==> src/rtl/hce_pkg.sv <==
package hce_pkg;

  localparam int unsigned DataW = 8;
  localparam int unsigned ModeW = 2;
  localparam int unsigned TotalW = 6;
  localparam int unsigned ApbDataW = 32;
  localparam int unsigned ApbAddrW = 3;

  localparam logic [TotalW-1:0] TotalReset = 6'd38;
  localparam logic [2:0] HdrBase = 3'd4;
  localparam logic [3:0] HexMask = 4'hf;

  localparam logic [ModeW-1:0] MODE_DATA  = 2'd0;
  localparam logic [ModeW-1:0] MODE_FLUSH = 2'd1;
  localparam logic [ModeW-1:0] MODE_CLOSE = 2'd2;

  // register index as seen on paddr[2]
  localparam logic REG_CHUNK_TOTAL = 1'b0;

  localparam logic [DataW-1:0] CHAR_CR      = 8'h0d;
  localparam logic [DataW-1:0] CHAR_LF      = 8'h0a;
  localparam logic [DataW-1:0] CHAR_ZERO    = 8'h30;
  localparam logic [DataW-1:0] CHAR_LOWER_A = 8'h61;

  typedef enum logic [3:0] {
    ST_IDLE,
    ST_HEX_HI,
    ST_HEX_LO,
    ST_CR1,
    ST_LF1,
    ST_DATA_RD,
    ST_DATA_WR,
    ST_CR2,
    ST_LF2,
    ST_FIN_0,
    ST_FIN_CR1,
    ST_FIN_LF1,
    ST_FIN_CR2,
    ST_FIN_LF2,
    ST_REJ
  } hce_state_e;

  function automatic logic [DataW-1:0] hex_char(input logic [3:0] d);
    logic [DataW-1:0] d8;
    d8 = {4'h0, d & HexMask};
    if (d8 < 8'd10) begin
      return CHAR_ZERO + d8;
    end
    return CHAR_LOWER_A - 8'd10 + d8;
  endfunction

endpackage

==> src/rtl/hce_stream_if.sv <==
interface hce_in_if
  import hce_pkg::*;
();
  logic             valid;
  logic             ready;
  logic [ModeW-1:0] mode;
  logic [DataW-1:0] data_byte;

  modport source (output valid, output mode, output data_byte, input ready);
  modport sink   (input valid, input mode, input data_byte, output ready);
endinterface

interface hce_out_if
  import hce_pkg::*;
();
  logic             valid;
  logic             ready;
  logic [DataW-1:0] out_byte;
  logic             is_last;
  logic             rejected;

  modport source (output valid, output out_byte, output is_last, output rejected,
                  input ready);
  modport sink   (input valid, input out_byte, input is_last, input rejected,
                  output ready);
endinterface

==> src/rtl/http_chunked_encoder_unit.sv <==
// Chunked transfer encoder.
// Requests arrive on req_i: mode selects data byte, flush or close. Encoded
// bytes leave on res_o, one per transfer, is_last marking the final byte a
// request causes. A data byte after close gives a single byte with rejected
// set. chunk_total_length must be written through the APB port only while
// idle; the block itself does not enforce this. A data byte that does not
// complete a chunk is taken and causes nothing. A chunk of N buffered bytes
// gives 1 or 2 hex digits, CRLF, the N data bytes and the closing CRLF; a
// close adds the final chunk. The buffer RAM has a registered read: each
// data byte is addressed in ST_DATA_RD and moved to the output in ST_DATA_WR.
// One request is sequenced at a time; req_i.ready is high only while idle,
// though a finished byte may still sit in the output register.
// A stalled receiver holds the output register and freezes the sequencer in
// its emitting states. Reset empties the buffer count, reopens the stream and
// loads 38 into chunk_total_length; the buffer RAM itself is not cleared,
// since only entries below the fill count are ever read.
module http_chunked_encoder_unit
  import hce_pkg::*;
#(
  parameter int unsigned MAX_CHUNK_BYTES = 32
) (
  input  logic                clk_i,
  input  logic                rst_ni,
  hce_in_if.sink              req_i,
  hce_out_if.source           res_o,
  input  logic                psel,
  input  logic                penable,
  input  logic                pwrite,
  input  logic [ApbAddrW-1:0] paddr,
  input  logic [ApbDataW-1:0] pwdata,
  output logic [ApbDataW-1:0] prdata,
  output logic                pready
);

  localparam int unsigned AddrW = (MAX_CHUNK_BYTES > 1) ? $clog2(MAX_CHUNK_BYTES) : 1;
  localparam int unsigned FillW = $clog2(MAX_CHUNK_BYTES + 1);
  localparam logic [6:0] MaxBytes = 7'(MAX_CHUNK_BYTES);

  hce_state_e state_q, state_d;

  logic [TotalW-1:0] total_q;
  logic [FillW-1:0]  fill_q, fill_d;
  logic [FillW-1:0]  size_q, size_d;
  logic [AddrW-1:0]  idx_q, idx_d;
  logic              closed_q, closed_d;
  logic              closing_q, closing_d;

  logic             out_valid_q, out_valid_d;
  logic [DataW-1:0] out_byte_q, out_byte_d;
  logic             out_last_q, out_last_d;
  logic             out_rej_q, out_rej_d;

  logic             load_ok;
  logic             req_fire;
  logic             ram_we;
  logic [DataW-1:0] ram_rdata;
  logic [6:0]       data_len;
  logic [6:0]       fill_inc;
  logic [7:0]       size8;

  // ---------------------------------------------------------------- config
  assign pready = 1'b1;
  assign prdata = (paddr[2] == REG_CHUNK_TOTAL) ? ApbDataW'(total_q) : '0;

  always_ff @(posedge clk_i or negedge rst_ni) begin
    if (!rst_ni) begin
      total_q <= TotalReset;
    end else if (psel && penable && pwrite && pready && paddr[2] == REG_CHUNK_TOTAL) begin
      total_q <= pwdata[TotalW-1:0];
    end
  end

  // chunk data length: total less header (4 + hex digits of total-4), clamped
  always_comb begin
    logic [2:0] hdr;
    logic [6:0] t7;
    t7  = 7'(total_q);
    hdr = HdrBase;
    if (t7 > 7'(HdrBase)) begin
      hdr = ((t7 - 7'(HdrBase)) >= 7'd16) ? HdrBase + 3'd2 : HdrBase + 3'd1;
    end
    data_len = (t7 > 7'(hdr)) ? t7 - 7'(hdr) : 7'd0;
    if (data_len < 7'd1) begin
      data_len = 7'd1;
    end
    if (data_len > MaxBytes) begin
      data_len = MaxBytes;
    end
  end

  // ---------------------------------------------------------------- buffer
  assign req_fire = req_i.valid && req_i.ready;
  assign fill_inc = 7'(fill_q) + 7'd1;
  assign ram_we   = req_fire && req_i.mode == MODE_DATA && !closed_q &&
                    7'(fill_q) < MaxBytes;

  // each entry is written at accept and read only after the header bytes
  hce_ram #(
    .Width(DataW),
    .Depth(MAX_CHUNK_BYTES)
  ) u_buf (
    .clk_i   (clk_i),
    .we_i    (ram_we),
    .waddr_i (fill_q[AddrW-1:0]),
    .wdata_i (req_i.data_byte),
    .raddr_i (idx_q),
    .rdata_o (ram_rdata)
  );

  // ---------------------------------------------------------------- sequencer
  assign req_i.ready = (state_q == ST_IDLE);
  assign load_ok     = !out_valid_q || res_o.ready;
  assign size8       = 8'(size_q);

  always_ff @(posedge clk_i or negedge rst_ni) begin
    if (!rst_ni) begin
      state_q <= ST_IDLE;
    end else begin
      state_q <= state_d;
    end
  end

  always_comb begin
    logic [6:0] new_fill;
    logic       emit;
    logic [DataW-1:0] nb;
    logic             nl;
    logic             nr;

    state_d   = state_q;
    fill_d    = fill_q;
    size_d    = size_q;
    idx_d     = idx_q;
    closed_d  = closed_q;
    closing_d = closing_q;
    new_fill  = ram_we ? fill_inc : 7'(fill_q);
    emit      = 1'b0;
    nb        = '0;
    nl        = 1'b0;
    nr        = 1'b0;

    unique case (state_q)
      ST_IDLE: begin
        if (req_fire) begin
          case (req_i.mode)
            MODE_DATA: begin
              if (closed_q) begin
                state_d = ST_REJ;
              end else if (new_fill >= data_len) begin
                size_d    = FillW'(new_fill);
                fill_d    = '0;
                idx_d     = '0;
                closing_d = 1'b0;
                state_d   = (new_fill >= 7'd16) ? ST_HEX_HI : ST_HEX_LO;
              end else begin
                fill_d = FillW'(new_fill);
              end
            end
            MODE_FLUSH: begin
              if (!closed_q && fill_q != '0) begin
                size_d    = fill_q;
                fill_d    = '0;
                idx_d     = '0;
                closing_d = 1'b0;
                state_d   = (7'(fill_q) >= 7'd16) ? ST_HEX_HI : ST_HEX_LO;
              end
            end
            MODE_CLOSE: begin
              if (!closed_q) begin
                closed_d = 1'b1;
                if (fill_q != '0) begin
                  size_d    = fill_q;
                  fill_d    = '0;
                  idx_d     = '0;
                  closing_d = 1'b1;
                  state_d   = (7'(fill_q) >= 7'd16) ? ST_HEX_HI : ST_HEX_LO;
                end else begin
                  state_d = ST_FIN_0;
                end
              end
            end
            default: begin
              // unused mode: drop
            end
          endcase
        end
      end
      ST_HEX_HI: begin
        if (load_ok) begin
          emit = 1'b1; nb = hex_char(size8[7:4]); state_d = ST_HEX_LO;
        end
      end
      ST_HEX_LO: begin
        if (load_ok) begin
          emit = 1'b1; nb = hex_char(size8[3:0]); state_d = ST_CR1;
        end
      end
      ST_CR1: begin
        if (load_ok) begin
          emit = 1'b1; nb = CHAR_CR; state_d = ST_LF1;
        end
      end
      ST_LF1: begin
        if (load_ok) begin
          emit = 1'b1; nb = CHAR_LF; state_d = ST_DATA_RD;
        end
      end
      ST_DATA_RD: begin
        // address presented; data lands next cycle
        state_d = ST_DATA_WR;
      end
      ST_DATA_WR: begin
        if (load_ok) begin
          emit = 1'b1;
          nb   = ram_rdata;
          if (7'(idx_q) + 7'd1 == 7'(size_q)) begin
            idx_d   = '0;
            state_d = ST_CR2;
          end else begin
            idx_d   = idx_q + 1'b1;
            state_d = ST_DATA_RD;
          end
        end
      end
      ST_CR2: begin
        if (load_ok) begin
          emit = 1'b1; nb = CHAR_CR; state_d = ST_LF2;
        end
      end
      ST_LF2: begin
        if (load_ok) begin
          emit    = 1'b1;
          nb      = CHAR_LF;
          nl      = !closing_q;
          state_d = closing_q ? ST_FIN_0 : ST_IDLE;
        end
      end
      ST_FIN_0: begin
        if (load_ok) begin
          emit = 1'b1; nb = CHAR_ZERO; state_d = ST_FIN_CR1;
        end
      end
      ST_FIN_CR1: begin
        if (load_ok) begin
          emit = 1'b1; nb = CHAR_CR; state_d = ST_FIN_LF1;
        end
      end
      ST_FIN_LF1: begin
        if (load_ok) begin
          emit = 1'b1; nb = CHAR_LF; state_d = ST_FIN_CR2;
        end
      end
      ST_FIN_CR2: begin
        if (load_ok) begin
          emit = 1'b1; nb = CHAR_CR; state_d = ST_FIN_LF2;
        end
      end
      ST_FIN_LF2: begin
        if (load_ok) begin
          emit = 1'b1; nb = CHAR_LF; nl = 1'b1; state_d = ST_IDLE;
        end
      end
      ST_REJ: begin
        if (load_ok) begin
          emit = 1'b1; nl = 1'b1; nr = 1'b1; state_d = ST_IDLE;
        end
      end
      default: begin
        state_d = ST_IDLE;
      end
    endcase

    // output register: load on emit, release once taken
    out_valid_d = out_valid_q && !res_o.ready;
    out_byte_d  = out_byte_q;
    out_last_d  = out_last_q;
    out_rej_d   = out_rej_q;
    if (emit) begin
      out_valid_d = 1'b1;
      out_byte_d  = nb;
      out_last_d  = nl;
      out_rej_d   = nr;
    end
  end

  always_ff @(posedge clk_i or negedge rst_ni) begin
    if (!rst_ni) begin
      fill_q      <= '0;
      closed_q    <= 1'b0;
      closing_q   <= 1'b0;
      idx_q       <= '0;
      out_valid_q <= 1'b0;
    end else begin
      fill_q      <= fill_d;
      closed_q    <= closed_d;
      closing_q   <= closing_d;
      idx_q       <= idx_d;
      out_valid_q <= out_valid_d;
    end
  end

  always_ff @(posedge clk_i) begin
    size_q     <= size_d;
    out_byte_q <= out_byte_d;
    out_last_q <= out_last_d;
    out_rej_q  <= out_rej_d;
  end

  assign res_o.valid    = out_valid_q;
  assign res_o.out_byte = out_byte_q;
  assign res_o.is_last  = out_last_q;
  assign res_o.rejected = out_rej_q;

  // ---------------------------------------------------------------- checks
  a_fill_bound: assert property (@(posedge clk_i) disable iff (!rst_ni)
    7'(fill_q) <= MaxBytes)
    else $error("fill count beyond buffer depth");

  a_closed_sticky: assert property (@(posedge clk_i) disable iff (!rst_ni)
    closed_q |=> closed_q)
    else $error("stream reopened without reset");

  a_closed_empty: assert property (@(posedge clk_i) disable iff (!rst_ni)
    (closed_q && state_q == ST_IDLE) |-> fill_q == '0)
    else $error("bytes buffered after close");

  a_rej_last: assert property (@(posedge clk_i) disable iff (!rst_ni)
    (res_o.valid && res_o.rejected) |-> res_o.is_last)
    else $error("rejection not marked last");

endmodule

==> src/rtl/hce_ram.sv <==
module hce_ram #(
  parameter int unsigned Width = 8,
  parameter int unsigned Depth = 32,
  localparam int unsigned AddrW = (Depth > 1) ? $clog2(Depth) : 1
) (
  input  logic             clk_i,
  input  logic             we_i,
  input  logic [AddrW-1:0] waddr_i,
  input  logic [Width-1:0] wdata_i,
  input  logic [AddrW-1:0] raddr_i,
  output logic [Width-1:0] rdata_o
);

  logic [Width-1:0] mem_q [Depth];

  always_ff @(posedge clk_i) begin
    if (we_i) begin
      mem_q[waddr_i] <= wdata_i;
    end
    rdata_o <= mem_q[raddr_i];
  end

endmodule
==> src/flat_wrapper.sv <==
// flat-port wrapper written by rule: the top's interface ports become plain ports
module http_chunked_encoder_unit_flat import hce_pkg::*;
#(
  parameter int unsigned MAX_CHUNK_BYTES = 32
)
  (clk_i, rst_ni, psel, penable, pwrite, paddr, pwdata, prdata, pready, req_i_valid, req_i_mode, req_i_data_byte, req_i_ready, res_o_valid, res_o_out_byte, res_o_is_last, res_o_rejected, res_o_ready);
  hce_in_if req_i_i ();
  hce_out_if res_o_i ();
  input  logic clk_i;
  input  logic rst_ni;
  input  logic psel;
  input  logic penable;
  input  logic pwrite;
  input  logic [ApbAddrW-1:0] paddr;
  input  logic [ApbDataW-1:0] pwdata;
  output logic [ApbDataW-1:0] prdata;
  output logic pready;
  input wire logic [$bits(req_i_i.valid)-1:0] req_i_valid;
  input wire logic [$bits(req_i_i.mode)-1:0] req_i_mode;
  input wire logic [$bits(req_i_i.data_byte)-1:0] req_i_data_byte;
  output wire logic [$bits(req_i_i.ready)-1:0] req_i_ready;
  output wire logic [$bits(res_o_i.valid)-1:0] res_o_valid;
  output wire logic [$bits(res_o_i.out_byte)-1:0] res_o_out_byte;
  output wire logic [$bits(res_o_i.is_last)-1:0] res_o_is_last;
  output wire logic [$bits(res_o_i.rejected)-1:0] res_o_rejected;
  input wire logic [$bits(res_o_i.ready)-1:0] res_o_ready;
  assign req_i_i.valid = req_i_valid;
  assign req_i_i.mode = req_i_mode;
  assign req_i_i.data_byte = req_i_data_byte;
  assign req_i_ready = req_i_i.ready;
  assign res_o_valid = res_o_i.valid;
  assign res_o_out_byte = res_o_i.out_byte;
  assign res_o_is_last = res_o_i.is_last;
  assign res_o_rejected = res_o_i.rejected;
  assign res_o_i.ready = res_o_ready;
  http_chunked_encoder_unit #(.MAX_CHUNK_BYTES(MAX_CHUNK_BYTES)) u_core (.clk_i(clk_i), .rst_ni(rst_ni), .req_i(req_i_i), .res_o(res_o_i), .psel(psel), .penable(penable), .pwrite(pwrite), .paddr(paddr), .pwdata(pwdata), .prdata(prdata), .pready(pready));
endmodule
==> config.mk <==
export PLATFORM = sky130hd
export DESIGN_NAME = http_chunked_encoder_unit_flat
export DESIGN_NICKNAME = d
export VERILOG_FILES = /design/src/rtl/hce_pkg.sv /design/src/rtl/hce_stream_if.sv /design/src/rtl/http_chunked_encoder_unit.sv /design/src/rtl/hce_ram.sv /design/src/flat_wrapper.sv
export SDC_FILE = /design/constraint.sdc
export NUM_CORES = 1
export LEC_CHECK = 0
export ABC_AREA = 1
export ABC_CLOCK_PERIOD_IN_PS = 7000
export BUFFER_PORTS_ARGS = -buffer_cell sky130_fd_sc_hd__buf_4
export CAP_MARGIN = 20
export CORE_MARGIN = 3
export CORE_UTILIZATION = 54
export DETAILED_ROUTE_END_ITERATION = 7
export PLACE_DENSITY = 0.73
export SKIP_CTS_REPAIR_TIMING = 1
export SYNTH_ARGS = -nofsm -noshare
export SYNTH_HDL_FRONTEND = slang
export SYNTH_SLANG_ARGS = --single-unit
==> constraint.sdc <==
create_clock -name clk_i -period 7 [get_ports clk_i]
set_input_delay 1.75 -clock clk_i [delete_from_list [all_inputs] [get_ports clk_i]]
set_output_delay 1.75 -clock clk_i [all_outputs]
set_load 0.03 [all_outputs]
==> results.yml <==
finish:
  final_cell_area_um2: 15110
  final_layout_size_suffix_gt1_share_pct: 11.41
  area_growth_pct: 10.07
  nets: 1321
  antennaDiodeCount: 0
job:
  max_cap_viol_count: 0
grt:
  antenna_found_initial: 0
  grt_max_degree: 99
  grt.total_usage_pct: 22.44
  grt_pass1_wl_mm: 47.09
  grt-ovfl-total: 0
  first_global_vias: 8403
sta:
  relSlewSlack_pct: 27.48
  finalSetupViolations: 0
  rsz0062_at_grt: "no"
  clock_skew_ns: 0.02228
  fmax_mhz: 245.8
  min_period_ns: 4.068
  setup_tns_ns: 0
  setup_slack_ns: 2.932
  period_share_pct: 58.11
  hold_viol_final: 0
  drv_slew: 0
  worstMarginPinSlew_ns: 1.084
die:
  dieArea_um2: 27370
  start_util_pct: 55.62
  die_h_um: 165.4
  die_w_um: 165.4
  top_level_ports: 97
  core-area_um2: 24680
  rows: 57
worst_setup_path:
  worstPathArrival_ns: 4.55
  slowest_delay_ns: 0.57
  crit_fanout: 6
  crit_required_ns: 7.48
  cp-end-kind: "register"
  cpMostUsedCell: "nand2_1"
  path_cells: "inv_2 > a21oi_1 > a2111oi_0 > ha_1 > fa_1 > or2_1 > nand2_1 > xor2_1 > nor2_1 > nor2_1 > nand4_1 > nand2_1 > nand2_1 > ha_1 > a21oi_1 > nand2_1 > a21oi_1 > nand3_1 > o21bai_1 > nand2_1 > nand2_1 > nand2_1 > nand2_1"
  path_class: "reg -> reg"
  crit_slowest_cell: "dfstp_2"
  cp-start-kind: "register"
placement:
  dpl.hpwl_mm: 19.17
  dp_worst_setup_slack_ns: 2.479
  placed_area_um2: 14150
  gp_congestion: 0.8737
  io_buffers: 41
power:
  internal-power_w: 0.003390
  powerDensity_nw_per_um2: 328.9
  switching_power_w: 0.001578
  ir_drop_mv: 0.2821
  sequentialPowerShare_pct: 44.3
  comb_power_share_pct: 24.2
  power_frac_clock_pct: 31.5
  power_leakage_nw: 5.673
  switching_share_pct: 31.77
detailed_routing:
  drc: 0
  routedWlPerCell_um: 19.20
  vias_per_cell: 5.750
  postRouteAntennaNets: 0
  routed-via-count: 9171
  first_pass_iters: 6
  routed_wl_mm: 30.62
  drt_iter0_drc: 1109
yosys:
  netlist_area_um2: 13730
  synth_cells: 1223
  synth-simple-area-share_pct: 14.53
  synth_top_family_by_area: "simple AND/OR/NAND/NOR gates"
  yosys_warnings: 0
  synth_top_area_share_pct: 59.51
  synth-compound-area-share_pct: 10.36
  ys_seq_elements: 304
  synth-async-reset-ratio_pct: 7.895
  synthMuxAreaShare_pct: 2.334
  synth_edf_count: 272
  synth-seq-area-share_pct: 65.08
  synth_area_leaders: "edfxtp_1 (60%), nand2_1 (6.4%), dfrtp_1 (3.8%)"
  synthAdderAreaFrac_pct: 1.878
  synth-main-ff-cell: "edfxtp_1"
  synthXorXnorAreaFrac_pct: 0.5561
  syn_avg_cell_area_um2: 11.22
  synth.largest_area_cell: "edfxtp_1"
  synth_cell_types: 54
clock_tree:
  h-tree-depth: 1
  clk_latency_ns: 0.55
  clockRootBuffer: "clkbuf_16"
  cts.sink_count: 304
  clk_path_buf_depth: 3
  cts_buffers: 29
  path_clk_slew_ns: 0.06
  cts_tree: "built"
hold_path:
  min_path_type: "reg -> reg"
run_status:
  status: "completed"
kinds of logic (layout without fill, tap and decap cells):
kind of cell             Yosys count  in the layout
multiplexers                      32             32
buffers and inverters            149            170
XOR/XNOR                           7              7
adder cells (fa/ha/maj)           20             20
other                              2             29
flip-flops                       304            304
AND/OR/NAND/NOR                  463            463
AO/OA/AOI/OAI                    246            246
cell type report:
cell class	count	area, um2
well taps	324	405.4
clock buffers	39	803.3
inverters	69	266.5
clock inverters	14	156.4
flip-flops and latches	304	8936
multi-input cells	797	4180
repair buffers	48	360.3
fillers	1939	9568
through the flow:
stage          power, W  instances  utilization [%]  hold slack [ns]
5_1_grt        0.005195       1595            61.23           0.5873
3_3_place_gp   0.003410       1542            57.34           0.5312
3_5_place_dp   0.003432       1542            57.34           0.5250
4_1_cts        0.004978       1595            61.23           0.5437
2_1_floorplan  0.003107       1250                -           0.4841
6_report       0.004969       1595            61.23           0.5431
power groups by stage:
| stage | clock network (W) | registers [W] | logic [W] |
|---|---|---|---|
| after CTS | 0.00158 | 0.00220 | 0.00120 |
| after detailed placement | 0 | 0.00224 | 0.00119 |
| final | 0.00156 | 0.00220 | 0.00120 |
| after floorplan | 0 | 0.00223 | 0.000879 |
| after global routing | 0.00165 | 0.00221 | 0.00134 |
| after global placement | 0 | 0.00224 | 0.00117 |
layout by cell type (no fill, tap or decap), types with 3 or more instances in the layout:
| cell type | netlist | final |
|---|---|---|
| edfxtp_1 | 272 | 272 |
| nand2_1 | 233 | 233 |
| nor2_1 | 136 | 136 |
| o21ai_0 | 88 | 88 |
| a21oi_1 | 69 | 69 |
| inv_1 | 57 | 57 |
| buf_4 | 33 | 48 |
| nand3_1 | 43 | 43 |
| o22ai_1 | 33 | 33 |
| mux2i_1 | 32 | 32 |
| conb_1 | 2 | 29 |
| clkbuf_16 | 0 | 29 |
| dfrtp_1 | 21 | 20 |
| ha_1 | 19 | 19 |
| o211ai_1 | 17 | 17 |
| nand4_1 | 12 | 12 |
| inv_2 | 9 | 9 |
| nor2_2 | 9 | 9 |
| o31ai_1 | 9 | 9 |
| dfxtp_1 | 8 | 8 |
| clkinv_2 | 2 | 7 |
| nor3_1 | 6 | 6 |
| a31oi_1 | 6 | 6 |
| o21ai_1 | 6 | 6 |
| clkbuf_1 | 27 | 6 |
| nor2_4 | 5 | 5 |
| o21bai_1 | 5 | 5 |
| xor2_1 | 4 | 4 |
| nand2_2 | 4 | 4 |
| clkbuf_8 | 0 | 4 |
| nand2_4 | 3 | 3 |
| clkinv_4 | 1 | 3 |
| nand3_2 | 3 | 3 |
| bufinv_16 | 0 | 3 |
| dfstp_2 | 3 | 3 |
worst paths after layout:
| check | endpoint | slack, ns | start | depth (start not counted) |
|---|---|---|---|---|
| setup / recovery | u_core.state_q[3] | 2.93 | u_core.total_q[2] | 23 |
| hold / removal | u_core.total_q[5] | 0.54 | u_core.total_q[5] | 2 |
| setup reg to reg | u_core.state_q[3] | 2.93 | u_core.total_q[2] | 23 |
| hold reg to reg | u_core.total_q[5] | 0.54 | u_core.total_q[5] | 2 |
| max in group asynchronous | u_core.total_q[5] | 5.57 | rst_ni | 1 |
| min in group asynchronous | u_core.res_o.valid | 1.10 | rst_ni | 1 |
cell usage after synthesis (all sizes together) (3+ instances only):
library cell / instances
a21oi: 72
a31oi: 6
buf: 53
clkbuf: 27
clkinv: 3
dfrtp: 21
dfstp: 3
dfxtp: 8
edfxtp: 272
ha: 19
inv: 66
mux2i: 32
nand2: 240
nand3: 47
nand4: 12
nor2: 151
nor3: 7
o211ai: 17
o21ai: 95
o21bai: 5
o22ai: 33
o31ai: 10
or2: 3
xor2: 6
state kept, by name (all words and copies together) (netlist names), 4 cells and up:
register	cells
u_core.u_buf.mem_q	256
u_core.res_o.out_byte	8
u_core.u_buf.rdata_o	8
u_core.fill_q	6
u_core.size_q	6
u_core.total_q	6
u_core.idx_q	5
u_core.state_q	4
critical path, delay by kind of cell (launching register included):
kind | cells | cell delay [ns]
AOI/OAI and AO/OA | 5 | 0.87
DFF | 1 | 0.57
and+or+nand+nor | 13 | 1.38
buffers and inverters | 1 | 0.07
xor gates and xnor gates | 1 | 0.14
adders and majority gates | 3 | 0.95
layer usage:
layer / share of wire [%] / vias to the layer above / global-route usage [%] / wire, um
met2: 47 / 418 / 35.05 / 14270
li1: - / 4323 / - / -
met4: 2.3 / 0 / 6.200 / 693
met1: 43 / 4385 / 33.04 / 13020
met5: 0 / - / 0 / 0
met3: 8.6 / 45 / 3.642 / 2641
Note: power is estimated with default switching activity, not from simulation.
